File: config.mk
export PLATFORM = sky130hd
export DESIGN_NAME = colour_space_to_rgb_pixel
export DESIGN_NICKNAME = d
export VERILOG_FILES = /design/src/design/cstr_pkg.sv /design/src/design/cstr_front.sv /design/src/design/cstr_hsb.sv /design/src/design/cstr_quant.sv /design/src/design/colour_space_to_rgb_pixel.sv
export VERILOG_INCLUDE_DIRS = /design/src /design/src/design
export SDC_FILE = /design/constraint.sdc
export NUM_CORES = 2
export LEC_CHECK = 0
export BUFFER_PORTS_ARGS = -buffer_cell sky130_fd_sc_hd__buf_2
export CAP_MARGIN = 20
export CORE_MARGIN = 4
export CORE_UTILIZATION = 40
export CTS_CLUSTER_DIAMETER = 80
export DETAILED_ROUTE_END_ITERATION = 7
export PLACE_DENSITY = 0.53
export SYNTH_ARGS = -nofsm -noshare
export SYNTH_HDL_FRONTEND = slang
export SYNTH_SLANG_ARGS = --single-unit
File: constraint.sdc
create_clock -name i_clk -period 8.4 [get_ports i_clk]
set_input_delay 0.84 -clock i_clk [delete_from_list [all_inputs] [get_ports i_clk]]
set_output_delay 0.84 -clock i_clk [all_outputs]
set_load 0.1 [all_outputs]
File: src/design/colour_space_to_rgb_pixel_macros.svh
// Assertion helpers for the pixel converter; the clock and reset of the
// including module are i_clk and i_rst_n.
`ifndef COLOUR_SPACE_TO_RGB_PIXEL_MACROS_SVH
`define COLOUR_SPACE_TO_RGB_PIXEL_MACROS_SVH

// Same-cycle implication.
`define CSTR_ASSERT_HOLDS(lbl, ante, cons, msg) \
    lbl: assert property (@(posedge i_clk) disable iff (!i_rst_n) (ante) |-> (cons)) \
        else $error(msg);

// Next-cycle implication.
`define CSTR_ASSERT_NEXT(lbl, ante, cons, msg) \
    lbl: assert property (@(posedge i_clk) disable iff (!i_rst_n) (ante) |=> (cons)) \
        else $error(msg);

`endif

File: src/design/cstr_pkg.sv
package cstr_pkg;

    localparam int COMP_W = 24;
    localparam int NSTG   = 7;

    typedef enum logic [1:0] {
        CS_RGB     = 2'd0,
        CS_HSB     = 2'd1,
        CS_CMYK    = 2'd2,
        CS_UNKNOWN = 2'd3
    } t_cspace;

    typedef enum logic [1:0] {
        CFG_SPACE      = 2'd0,
        CFG_MASK_RED   = 2'd1,
        CFG_MASK_GREEN = 2'd2,
        CFG_MASK_BLUE  = 2'd3
    } t_cfg_idx;

    // Hue sectors; the magenta-to-red sector also takes hue 1.0.
    localparam logic [2:0] SEC_R_TO_Y = 3'd0;
    localparam logic [2:0] SEC_Y_TO_G = 3'd1;
    localparam logic [2:0] SEC_G_TO_C = 3'd2;
    localparam logic [2:0] SEC_C_TO_B = 3'd3;
    localparam logic [2:0] SEC_B_TO_M = 3'd4;

    localparam logic [7:0] MASK_RED_RST   = 8'd35;
    localparam logic [7:0] MASK_GREEN_RST = 8'd2;
    localparam logic [7:0] MASK_BLUE_RST  = 8'd20;

    // byte = floor(c * 25599 / (100 * ONE))
    localparam logic [14:0] QUANT_MUL = 15'd25599;
    localparam logic [14:0] QUANT_DIV = 15'd100;

    typedef struct packed {
        logic en_chroma;
        logic en_cross;
        logic en_sum;
    } t_hsb_ctl;

    typedef struct packed {
        logic en_mult;
        logic en_fix;
    } t_quant_ctl;

endpackage

File: src/design/cstr_front.sv
module cstr_front #(
    parameter int FRACTION_BITS = 16
) (
    input  logic                                i_clk,
    input  logic                                i_en,
    input  cstr_pkg::t_cspace                   i_space,
    input  logic signed [cstr_pkg::COMP_W-1:0]  i_comp_first,
    input  logic signed [cstr_pkg::COMP_W-1:0]  i_comp_second,
    input  logic signed [cstr_pkg::COMP_W-1:0]  i_comp_third,
    input  logic signed [cstr_pkg::COMP_W-1:0]  i_comp_fourth,
    output logic [FRACTION_BITS:0]              o_c0,
    output logic [FRACTION_BITS:0]              o_c1,
    output logic [FRACTION_BITS:0]              o_c2,
    output logic                                o_hsb
);
    import cstr_pkg::*;

    localparam int CW    = FRACTION_BITS + 1;
    localparam int EXT_W = ((FRACTION_BITS > COMP_W) ? FRACTION_BITS : COMP_W) + 3;
    localparam logic signed [EXT_W-1:0] ONE_W = {{(EXT_W-1){1'b0}}, 1'b1} << FRACTION_BITS;
    localparam logic [CW-1:0]           ONE_C = {1'b1, {FRACTION_BITS{1'b0}}};

    logic signed [EXT_W-1:0] a_w, b_w, c_w, k_w;
    logic signed [EXT_W-1:0] pre0, pre1, pre2;
    logic [CW-1:0]           n_c0, n_c1, n_c2;
    logic [CW-1:0]           r_c0, r_c1, r_c2;
    logic                    r_hsb;

    function automatic logic [CW-1:0] clip01(input logic signed [EXT_W-1:0] v);
        logic [CW-1:0] res;
        if (v < 0) begin
            res = '0;
        end else if (v > ONE_W) begin
            res = ONE_C;
        end else begin
            res = v[CW-1:0];
        end
        return res;
    endfunction

    assign a_w = EXT_W'(i_comp_first);
    assign b_w = EXT_W'(i_comp_second);
    assign c_w = EXT_W'(i_comp_third);
    assign k_w = EXT_W'(i_comp_fourth);

    always_comb begin
        case (i_space)
            CS_CMYK: begin
                pre0 = ONE_W - (a_w + k_w);
                pre1 = ONE_W - (b_w + k_w);
                pre2 = ONE_W - (c_w + k_w);
            end
            CS_UNKNOWN: begin
                pre0 = '0;
                pre1 = '0;
                pre2 = '0;
            end
            default: begin
                pre0 = a_w;
                pre1 = b_w;
                pre2 = c_w;
            end
        endcase
        n_c0 = clip01(pre0);
        n_c1 = clip01(pre1);
        n_c2 = clip01(pre2);
    end

    always_ff @(posedge i_clk) begin
        if (i_en) begin
            r_c0  <= n_c0;
            r_c1  <= n_c1;
            r_c2  <= n_c2;
            r_hsb <= (i_space == CS_HSB);
        end
    end

    assign o_c0  = r_c0;
    assign o_c1  = r_c1;
    assign o_c2  = r_c2;
    assign o_hsb = r_hsb;

endmodule

File: src/design/cstr_hsb.sv
module cstr_hsb #(
    parameter int FRACTION_BITS = 16
) (
    input  logic                   i_clk,
    input  cstr_pkg::t_hsb_ctl     i_ctl,
    input  logic                   i_hsb,
    input  logic [FRACTION_BITS:0] i_c0,
    input  logic [FRACTION_BITS:0] i_c1,
    input  logic [FRACTION_BITS:0] i_c2,
    output logic [FRACTION_BITS:0] o_c0,
    output logic [FRACTION_BITS:0] o_c1,
    output logic [FRACTION_BITS:0] o_c2
);
    import cstr_pkg::*;

    localparam int CW = FRACTION_BITS + 1;
    localparam logic [CW:0] TWO_ONE = {1'b1, {CW{1'b0}}};

    // chroma stage
    logic [2*CW-1:0] n_sv;
    logic [CW+2:0]   n_h6;
    logic [CW-1:0]   n_low, n_w;
    logic [CW-1:0]   r_a_ch, r_a_w, r_a_c0, r_a_c1, r_a_c2;
    logic [2:0]      r_a_sec;
    logic            r_a_hsb;

    // cross stage
    logic [2*CW-1:0] n_cw;
    logic [CW-1:0]   r_b_ch, r_b_x, r_b_m, r_b_c0, r_b_c1, r_b_c2;
    logic [2:0]      r_b_sec;
    logic            r_b_hsb;

    // sum stage
    logic [CW-1:0]   sel_r, sel_g, sel_b;
    logic [CW:0]     sum_r, sum_g, sum_b;
    logic [CW-1:0]   n_o0, n_o1, n_o2;
    logic [CW-1:0]   r_o0, r_o1, r_o2;

    assign n_sv  = i_c1 * i_c2;
    assign n_h6  = (CW+3)'({i_c0, 2'b00}) + (CW+3)'({i_c0, 1'b0});
    assign n_low = n_h6[CW-1:0];
    // w = ONE - |(h6 mod 2*ONE) - ONE|
    assign n_w   = n_low[FRACTION_BITS] ? CW'(TWO_ONE - {1'b0, n_low}) : n_low;

    always_ff @(posedge i_clk) begin
        if (i_ctl.en_chroma) begin
            r_a_ch  <= n_sv[FRACTION_BITS +: CW];
            r_a_w   <= n_w;
            r_a_sec <= n_h6[FRACTION_BITS +: 3];
            r_a_c0  <= i_c0;
            r_a_c1  <= i_c1;
            r_a_c2  <= i_c2;
            r_a_hsb <= i_hsb;
        end
    end

    assign n_cw = r_a_ch * r_a_w;

    always_ff @(posedge i_clk) begin
        if (i_ctl.en_cross) begin
            r_b_ch  <= r_a_ch;
            r_b_x   <= n_cw[FRACTION_BITS +: CW];
            r_b_m   <= r_a_c2 - r_a_ch;
            r_b_sec <= r_a_sec;
            r_b_c0  <= r_a_c0;
            r_b_c1  <= r_a_c1;
            r_b_c2  <= r_a_c2;
            r_b_hsb <= r_a_hsb;
        end
    end

    always_comb begin
        case (r_b_sec)
            SEC_R_TO_Y: begin sel_r = r_b_ch; sel_g = r_b_x;  sel_b = '0;     end
            SEC_Y_TO_G: begin sel_r = r_b_x;  sel_g = r_b_ch; sel_b = '0;     end
            SEC_G_TO_C: begin sel_r = '0;     sel_g = r_b_ch; sel_b = r_b_x;  end
            SEC_C_TO_B: begin sel_r = '0;     sel_g = r_b_x;  sel_b = r_b_ch; end
            SEC_B_TO_M: begin sel_r = r_b_x;  sel_g = '0;     sel_b = r_b_ch; end
            default:    begin sel_r = r_b_ch; sel_g = '0;     sel_b = r_b_x;  end
        endcase
        sum_r = {1'b0, sel_r} + {1'b0, r_b_m};
        sum_g = {1'b0, sel_g} + {1'b0, r_b_m};
        sum_b = {1'b0, sel_b} + {1'b0, r_b_m};
        // sums never exceed brightness, so the top bit is always clear
        n_o0 = r_b_hsb ? sum_r[CW-1:0] : r_b_c0;
        n_o1 = r_b_hsb ? sum_g[CW-1:0] : r_b_c1;
        n_o2 = r_b_hsb ? sum_b[CW-1:0] : r_b_c2;
    end

    always_ff @(posedge i_clk) begin
        if (i_ctl.en_sum) begin
            r_o0 <= n_o0;
            r_o1 <= n_o1;
            r_o2 <= n_o2;
        end
    end

    assign o_c0 = r_o0;
    assign o_c1 = r_o1;
    assign o_c2 = r_o2;

endmodule

File: src/design/cstr_quant.sv
module cstr_quant #(
    parameter int FRACTION_BITS = 16
) (
    input  logic                   i_clk,
    input  cstr_pkg::t_quant_ctl   i_ctl,
    input  logic [FRACTION_BITS:0] i_c,
    output logic [7:0]             o_byte
);
    import cstr_pkg::*;

    localparam int CW = FRACTION_BITS + 1;
    localparam int PW = CW + 15;

    logic [CW+7:0] n_x255;
    logic [PW-1:0] n_prod;
    logic [7:0]    r_est;
    logic [PW-1:0] r_prod;
    logic [14:0]   n_inc;
    logic [PW-1:0] n_lim;
    logic [7:0]    r_byte;

    // floor(255c/ONE) is the answer or one short of it
    assign n_x255 = {i_c, 8'b0} - (CW+8)'(i_c);
    assign n_prod = PW'(i_c) * PW'(QUANT_MUL);

    always_ff @(posedge i_clk) begin
        if (i_ctl.en_mult) begin
            r_est  <= n_x255[FRACTION_BITS +: 8];
            r_prod <= n_prod;
        end
    end

    assign n_inc = 15'(r_est) + 15'd1;
    assign n_lim = PW'(n_inc * QUANT_DIV) << FRACTION_BITS;

    always_ff @(posedge i_clk) begin
        if (i_ctl.en_fix) begin
            r_byte <= r_est + 8'(n_lim <= r_prod);
        end
    end

    assign o_byte = r_byte;

endmodule

File: src/design/colour_space_to_rgb_pixel.sv
// Converts one RGB, HSB or CMYK pixel (signed fixed point, FRACTION_BITS
// fraction bits) per clock into quantised 8-bit RGB. Throughput is one pixel
// every cycle while the output is not stalled. Beats pass one stage for
// space selection and clipping, three for the HSB chroma, cross product
// and sector sum, two for quantisation and one for the mask compare and
// output register. Stages advance independently, so an output stall only
// backs up the input once every stage holds a beat. Masked pixels return
// the mask colour; a converted colour that hits the mask colour leaves with
// blue raised by one. Registers are written through i_cfg_we/i_cfg_index/
// i_cfg_data and should only change while idle.
`include "colour_space_to_rgb_pixel_macros.svh"

module colour_space_to_rgb_pixel #(
    parameter int FRACTION_BITS = 16
) (
    input  logic                               i_clk,
    input  logic                               i_rst_n,
    input  logic                               i_cfg_we,
    input  cstr_pkg::t_cfg_idx                 i_cfg_index,
    input  logic [7:0]                         i_cfg_data,
    input  logic                               i_valid,
    output logic                               o_stall,
    input  logic signed [cstr_pkg::COMP_W-1:0] i_comp_first,
    input  logic signed [cstr_pkg::COMP_W-1:0] i_comp_second,
    input  logic signed [cstr_pkg::COMP_W-1:0] i_comp_third,
    input  logic signed [cstr_pkg::COMP_W-1:0] i_comp_fourth,
    input  logic                               i_masked,
    output logic                               o_valid,
    input  logic                               i_stall,
    output logic [7:0]                         o_red,
    output logic [7:0]                         o_green,
    output logic [7:0]                         o_blue
);
    import cstr_pkg::*;

    localparam int CW = FRACTION_BITS + 1;

    t_cspace       r_space;
    logic [7:0]    r_mask_red, r_mask_green, r_mask_blue;

    logic [NSTG-1:0] stg_en;
    logic [NSTG-1:0] r_vld, n_vld;
    logic [NSTG-1:0] r_msk, n_msk;

    logic [CW-1:0] f_c0, f_c1, f_c2, h_c0, h_c1, h_c2;
    logic          f_hsb;
    logic [7:0]    q_r, q_g, q_b;
    t_hsb_ctl      hsb_ctl;
    t_quant_ctl    quant_ctl;

    logic [7:0]    n_red, n_green, n_blue;
    logic [7:0]    r_red, r_green, r_blue;

    logic          out_masked;
    logic          out_is_mask;

    always_ff @(posedge i_clk) begin
        if (!i_rst_n) begin
            r_space      <= CS_RGB;
            r_mask_red   <= MASK_RED_RST;
            r_mask_green <= MASK_GREEN_RST;
            r_mask_blue  <= MASK_BLUE_RST;
        end else if (i_cfg_we) begin
            case (i_cfg_index)
                CFG_SPACE:      r_space      <= t_cspace'(i_cfg_data[1:0]);
                CFG_MASK_RED:   r_mask_red   <= i_cfg_data;
                CFG_MASK_GREEN: r_mask_green <= i_cfg_data;
                CFG_MASK_BLUE:  r_mask_blue  <= i_cfg_data;
                default: ;
            endcase
        end
    end

    // A stage takes a new beat when it is empty or its own beat moves on.
    always_comb begin
        stg_en[NSTG-1] = !r_vld[NSTG-1] || !i_stall;
        for (int k = NSTG - 2; k >= 0; k--) begin
            stg_en[k] = !r_vld[k] || stg_en[k+1];
        end
        n_vld[0] = stg_en[0] ? i_valid  : r_vld[0];
        n_msk[0] = stg_en[0] ? i_masked : r_msk[0];
        for (int k = 1; k < NSTG; k++) begin
            n_vld[k] = stg_en[k] ? r_vld[k-1] : r_vld[k];
            n_msk[k] = stg_en[k] ? r_msk[k-1] : r_msk[k];
        end
    end

    always_ff @(posedge i_clk) begin
        if (!i_rst_n) begin
            r_vld <= '0;
        end else begin
            r_vld <= n_vld;
        end
    end

    always_ff @(posedge i_clk) begin
        r_msk <= n_msk;
    end

    assign o_stall = !stg_en[0];

    assign hsb_ctl.en_chroma = stg_en[1];
    assign hsb_ctl.en_cross  = stg_en[2];
    assign hsb_ctl.en_sum    = stg_en[3];
    assign quant_ctl.en_mult = stg_en[4];
    assign quant_ctl.en_fix  = stg_en[5];

    cstr_front #(.FRACTION_BITS(FRACTION_BITS)) u_front (
        .i_clk         (i_clk),
        .i_en          (stg_en[0]),
        .i_space       (r_space),
        .i_comp_first  (i_comp_first),
        .i_comp_second (i_comp_second),
        .i_comp_third  (i_comp_third),
        .i_comp_fourth (i_comp_fourth),
        .o_c0          (f_c0),
        .o_c1          (f_c1),
        .o_c2          (f_c2),
        .o_hsb         (f_hsb)
    );

    cstr_hsb #(.FRACTION_BITS(FRACTION_BITS)) u_hsb (
        .i_clk (i_clk),
        .i_ctl (hsb_ctl),
        .i_hsb (f_hsb),
        .i_c0  (f_c0),
        .i_c1  (f_c1),
        .i_c2  (f_c2),
        .o_c0  (h_c0),
        .o_c1  (h_c1),
        .o_c2  (h_c2)
    );

    cstr_quant #(.FRACTION_BITS(FRACTION_BITS)) u_quant_r (
        .i_clk  (i_clk),
        .i_ctl  (quant_ctl),
        .i_c    (h_c0),
        .o_byte (q_r)
    );

    cstr_quant #(.FRACTION_BITS(FRACTION_BITS)) u_quant_g (
        .i_clk  (i_clk),
        .i_ctl  (quant_ctl),
        .i_c    (h_c1),
        .o_byte (q_g)
    );

    cstr_quant #(.FRACTION_BITS(FRACTION_BITS)) u_quant_b (
        .i_clk  (i_clk),
        .i_ctl  (quant_ctl),
        .i_c    (h_c2),
        .o_byte (q_b)
    );

    always_comb begin
        n_red   = q_r;
        n_green = q_g;
        n_blue  = q_b;
        if (r_msk[NSTG-2]) begin
            n_red   = r_mask_red;
            n_green = r_mask_green;
            n_blue  = r_mask_blue;
        end else if (q_r == r_mask_red && q_g == r_mask_green && q_b == r_mask_blue) begin
            // bump blue off the mask colour, wrapping at 255
            n_blue = q_b + 8'd1;
        end
    end

    always_ff @(posedge i_clk) begin
        if (stg_en[NSTG-1]) begin
            r_red   <= n_red;
            r_green <= n_green;
            r_blue  <= n_blue;
        end
    end

    assign o_valid = r_vld[NSTG-1];
    assign o_red   = r_red;
    assign o_green = r_green;
    assign o_blue  = r_blue;

    assign out_masked  = r_msk[NSTG-1];
    assign out_is_mask = (o_red == r_mask_red) && (o_green == r_mask_green)
                         && (o_blue == r_mask_blue);

    `CSTR_ASSERT_HOLDS(a_no_mask_hit, o_valid && !out_masked, !out_is_mask,
        "converted beat matches mask colour")
    `CSTR_ASSERT_HOLDS(a_masked_colour, o_valid && out_masked, out_is_mask,
        "masked beat lost mask colour")
    `CSTR_ASSERT_HOLDS(a_stall_only_full, o_stall, &r_vld,
        "input stalled with a free stage")
    `CSTR_ASSERT_NEXT(a_last_stage_moves, r_vld[NSTG-2] && stg_en[NSTG-1], o_valid,
        "quantised beat did not reach output")

endmodule

==> results.md <==
- Overflow left after global routing: 0
- Number of buffers on the longest clock path: 3
- Count of input and output buffers: 137
- Critical Path Fanout Max: 18
- Number of enable flip-flop cells after synthesis: 470
- Leakage power figure: 35.4 nW
- Core Area: 0.165 mm^2
- Setup repair after global routing missed its margin: false
- CP Capture Type: flop
- Worst R2R End: u_hsb.r_a_ch[16]
- Vias after detailed routing: 46.6k
- Async SR Flop Fraction: 0%
- Antenna violation net count after detailed routing: 0
- Combined area of all synthesized cells: 0.0665 mm^2
- Number of buffers added by the clock tree synthesis step: 72
- Depth of the CTS H-tree: 3
- Layout cell share with drive strength beyond 1: 6.87%
- Overall power consumption: 16.2 mW
- Max-cap violation count: 0
- Area occupied by registers: 0.0148 mm^2
- Unique masters post-synth: 104
- Slew Limit Headroom: 28.2%
- Post-route DRC violation count: 0
- Number of slew-limit violations in the final report: 0
- End point of the most critical hold path: r_msk[0]
- Fin area: 0.0723 mm^2
- Total Nets Final: 8612
- Gr usage total: 20.1%
- Clock transition at the registers of the reported paths: 60 ps
- Worst setup skew after layout: 33.7 ps
- Antenna violations before repair: 4
- FF-to-FF Start: u_front.o_c2[7]
- Cells on Worst Hold Path: 1
- Worst Path Required: 8800 ps
- Die span in x: 416 um
- Dominant cells by area after synthesis: sky130_fd_sc_hd__fa_1 24%, sky130_fd_sc_hd__edfxtp_1 21%, sky130_fd_sc_hd__ha_1 17%
- Vias in the first global route: 49.0k
- Clock root buffer: sky130_fd_sc_hd__clkbuf_16
- Drt via density: 5.16
- Insertion delay of the later-clocked pin in the worst-skew pair: 680 ps
- Area taken by multi-input logic gates: 0.0465 mm^2
- Startpoint class of the critical path: flop
- Area share of the largest cell type after synthesis: 23.6%
- Post-layout minimum cycle time: 7530 ps
- Cell count after synthesis: 6668
- CTS Hold Buffers Added: 0
- Path class of the lowest-slack min-delay path: in2reg
- Highest Clock Rate: 0.133 GHz
- Starting utilization of the core area: 40.3%
- First-pass GRT wire length: 276000 um
- Top-level I/O count: 138
- DPL Wire Length: 142000 um
- Launch point of the worst hold path: i_masked
- Layout filler cell count: 15.9k
- Data arrival at the endpoint of the critical path: 7930 ps
- GP Congestion: 0.863
- TritonCTS sink count: 503
- Actual slew at the worst max-slew pin: 1080 ps
- Die boundary height: 416 um
- Top library cells by usage in the layout, fill and taps aside: 1251 x sky130_fd_sc_hd__inv_1, 928 x sky130_fd_sc_hd__ha_1, 783 x sky130_fd_sc_hd__fa_1
- Largest net degree at the start of global routing: 78
- Synthesis warning total: 0
- Result of the run: finished clean
- Synthesized area per cell: 9.98 um^2
- Post-cts sizing count: 0
- Post-synth net total: 8491
- Largest area contributor in the netlist: sky130_fd_sc_hd__fa_1
- Setup-failing EPs final: 0
- Iteration-0 DRC Markers: 2685
- Final sum of negative setup slack: 0 ps
- Aggregate routed wire length: 171000 um
- Full die area: 0.173 mm^2
- Number of buffers inserted to repair setup after CTS: 0
- Number of cell instances on the worst register-to-register path: 23
- Sequential share of the synthesized area: 22.2%
- Total count of hold-check failures in the final report: 0
- Number of core rows: 149
- Clock tree from TritonCTS: yes
- Slack of the worst reg-to-reg path: 870 ps
- Max IR drop VDD: 0.000532 V
- Period utilisation layout: 89.7%
- Iteration count of the initial detailed-routing pass: 5
- Post-DR wirelength/cell: 19.0 um
- Register bit count reported by yosys: 503
- Post-DP Area: 0.0699 mm^2
- Power per unit of standard cell area: 225 mW/mm^2
- Area growth from synthesis to layout: 8.62%
- Primary flip-flop cell chosen by synthesis mapping: sky130_fd_sc_hd__edfxtp_1
- Leading cell type in the layout, fill and taps excluded: sky130_fd_sc_hd__inv_1
- Critical path class: reg2reg
[worst max-delay path, cell delays in order, from the launching register on]
cell,delay [ps]
sky130_fd_sc_hd__edfxtp_1,640
sky130_fd_sc_hd__and2_1,300
sky130_fd_sc_hd__fa_1,540
sky130_fd_sc_hd__inv_1,60
sky130_fd_sc_hd__fa_1,520
sky130_fd_sc_hd__fa_1,520
sky130_fd_sc_hd__inv_1,50
sky130_fd_sc_hd__fa_1,480
sky130_fd_sc_hd__fa_1,570
sky130_fd_sc_hd__inv_1,60
sky130_fd_sc_hd__fa_1,540
sky130_fd_sc_hd__inv_1,40
sky130_fd_sc_hd__ha_1,290
sky130_fd_sc_hd__and4_1,210
sky130_fd_sc_hd__a2111oi_0,390
sky130_fd_sc_hd__nand2_1,110
sky130_fd_sc_hd__o2bb2ai_1,280
sky130_fd_sc_hd__a21oi_1,220
sky130_fd_sc_hd__a2111oi_0,80
sky130_fd_sc_hd__a211oi_1,520
sky130_fd_sc_hd__a21oi_1,270
sky130_fd_sc_hd__a211o_1,340
sky130_fd_sc_hd__a21oi_1,180
sky130_fd_sc_hd__xnor2_1,80
[metal layers]
metal	vias to the layer above	GRT usage [%]	wire (um)
li1	22432	-	-
met1	23176	27.3	79100
met2	834	34.1	81900
met3	198	1.98	5880
met4	2	5.57	4570
met5	-	0	13
[how the worst max path moves through the flow]
stage,start,to,slack (ps),cells past startpoint
after floorplan,u_front.o_c1[6],u_hsb.r_a_ch[16],1830,24
after global placement,u_front.o_c2[7],u_hsb.r_a_ch[16],840,23
after detailed placement,u_front.o_c2[7],u_hsb.r_a_ch[16],850,23
after CTS,u_front.o_c2[7],u_hsb.r_a_ch[16],830,23
after global routing,u_front.o_c2[7],u_hsb.r_a_ch[16],350,23
final,u_front.o_c2[7],u_hsb.r_a_ch[16],870,23
[registers in the layout, indices dropped and copies added (netlist names), 15 cells and up]
| register | cells |
|---|---|
| u_hsb.r_a_c2 | 17 |
| u_hsb.r_a_ch | 17 |
| u_hsb.o_c1 | 17 |
| u_quant_b.r_prod | 32 |
| u_front.o_c0 | 17 |
| u_hsb.r_b_c2 | 17 |
| u_hsb.r_b_c1 | 17 |
| u_hsb.o_c0 | 17 |
| u_hsb.r_a_w | 15 |
| u_hsb.r_b_ch | 17 |
| u_hsb.o_c2 | 17 |
| u_hsb.r_b_m | 17 |
| u_front.o_c1 | 17 |
| u_quant_r.r_prod | 32 |
| u_quant_g.r_prod | 32 |
| u_hsb.r_b_c0 | 17 |
| u_hsb.r_b_x | 17 |
| u_hsb.r_a_c0 | 17 |
| u_hsb.r_a_c1 | 17 |
| u_front.o_c2 | 17 |
[cell families after synthesis]
logic type / synth area share [%]
compound gates: 9.99
fa+ha+maj: 41.0
buf+inv: 8.02
xor+xnor: 5.52
flops: 22.2
mux: 1.30
simple gates: 12.0
[Yosys cell counts (62+ instances only)]
| cell type | n |
|---|---|
| sky130_fd_sc_hd__inv_1 | 1253 |
| sky130_fd_sc_hd__ha_1 | 928 |
| sky130_fd_sc_hd__fa_1 | 783 |
| sky130_fd_sc_hd__nand2_1 | 540 |
| sky130_fd_sc_hd__edfxtp_1 | 470 |
| sky130_fd_sc_hd__xnor2_1 | 287 |
| sky130_fd_sc_hd__and2_1 | 274 |
| sky130_fd_sc_hd__a21oi_1 | 252 |
| sky130_fd_sc_hd__nor2_1 | 238 |
| sky130_fd_sc_hd__o21ai_0 | 138 |
| sky130_fd_sc_hd__clkbuf_1 | 129 |
| sky130_fd_sc_hd__xor2_1 | 128 |
| sky130_fd_sc_hd__a21o_1 | 116 |
| sky130_fd_sc_hd__nand3_1 | 96 |
| sky130_fd_sc_hd__nor3_1 | 74 |
| sky130_fd_sc_hd__mux2_2 | 66 |
| sky130_fd_sc_hd__nor2b_1 | 62 |
[layout make-up]
| type | count | area share (%) |
|---|---|---|
| diodes | 3 | 0.0104 |
| repair buffers | 203 | 1.67 |
| clock inverters | 51 | 0.756 |
| clock buffers | 79 | 2.54 |
| inverters | 1254 | 6.51 |
| multi-input cells | 4755 | 64.3 |
| flip-flops and latches | 503 | 20.4 |
| well taps | 2189 | 3.79 |
[power by group]
group,leakage [nW],switching (mW),internal [mW]
combinational,28.4,5.49,4.13
clock,1.13,1.28,1.75
sequential,5.79,0.311,3.27
[stage by stage]
stage | cells | hold WS [ps] | util [%] | setup slack, ps
after floorplan | 6668 | 400 | - | 1830
after global placement | 8902 | 401 | 42.3 | 838
after detailed placement | 8902 | 405 | 42.3 | 853
after CTS | 9032 | 359 | 43.7 | 829
after global routing | 9035 | 365 | 43.8 | 353
final | 9037 | 410 | 43.8 | 869
No activity file was read; power rests on OpenSTA's default activity.
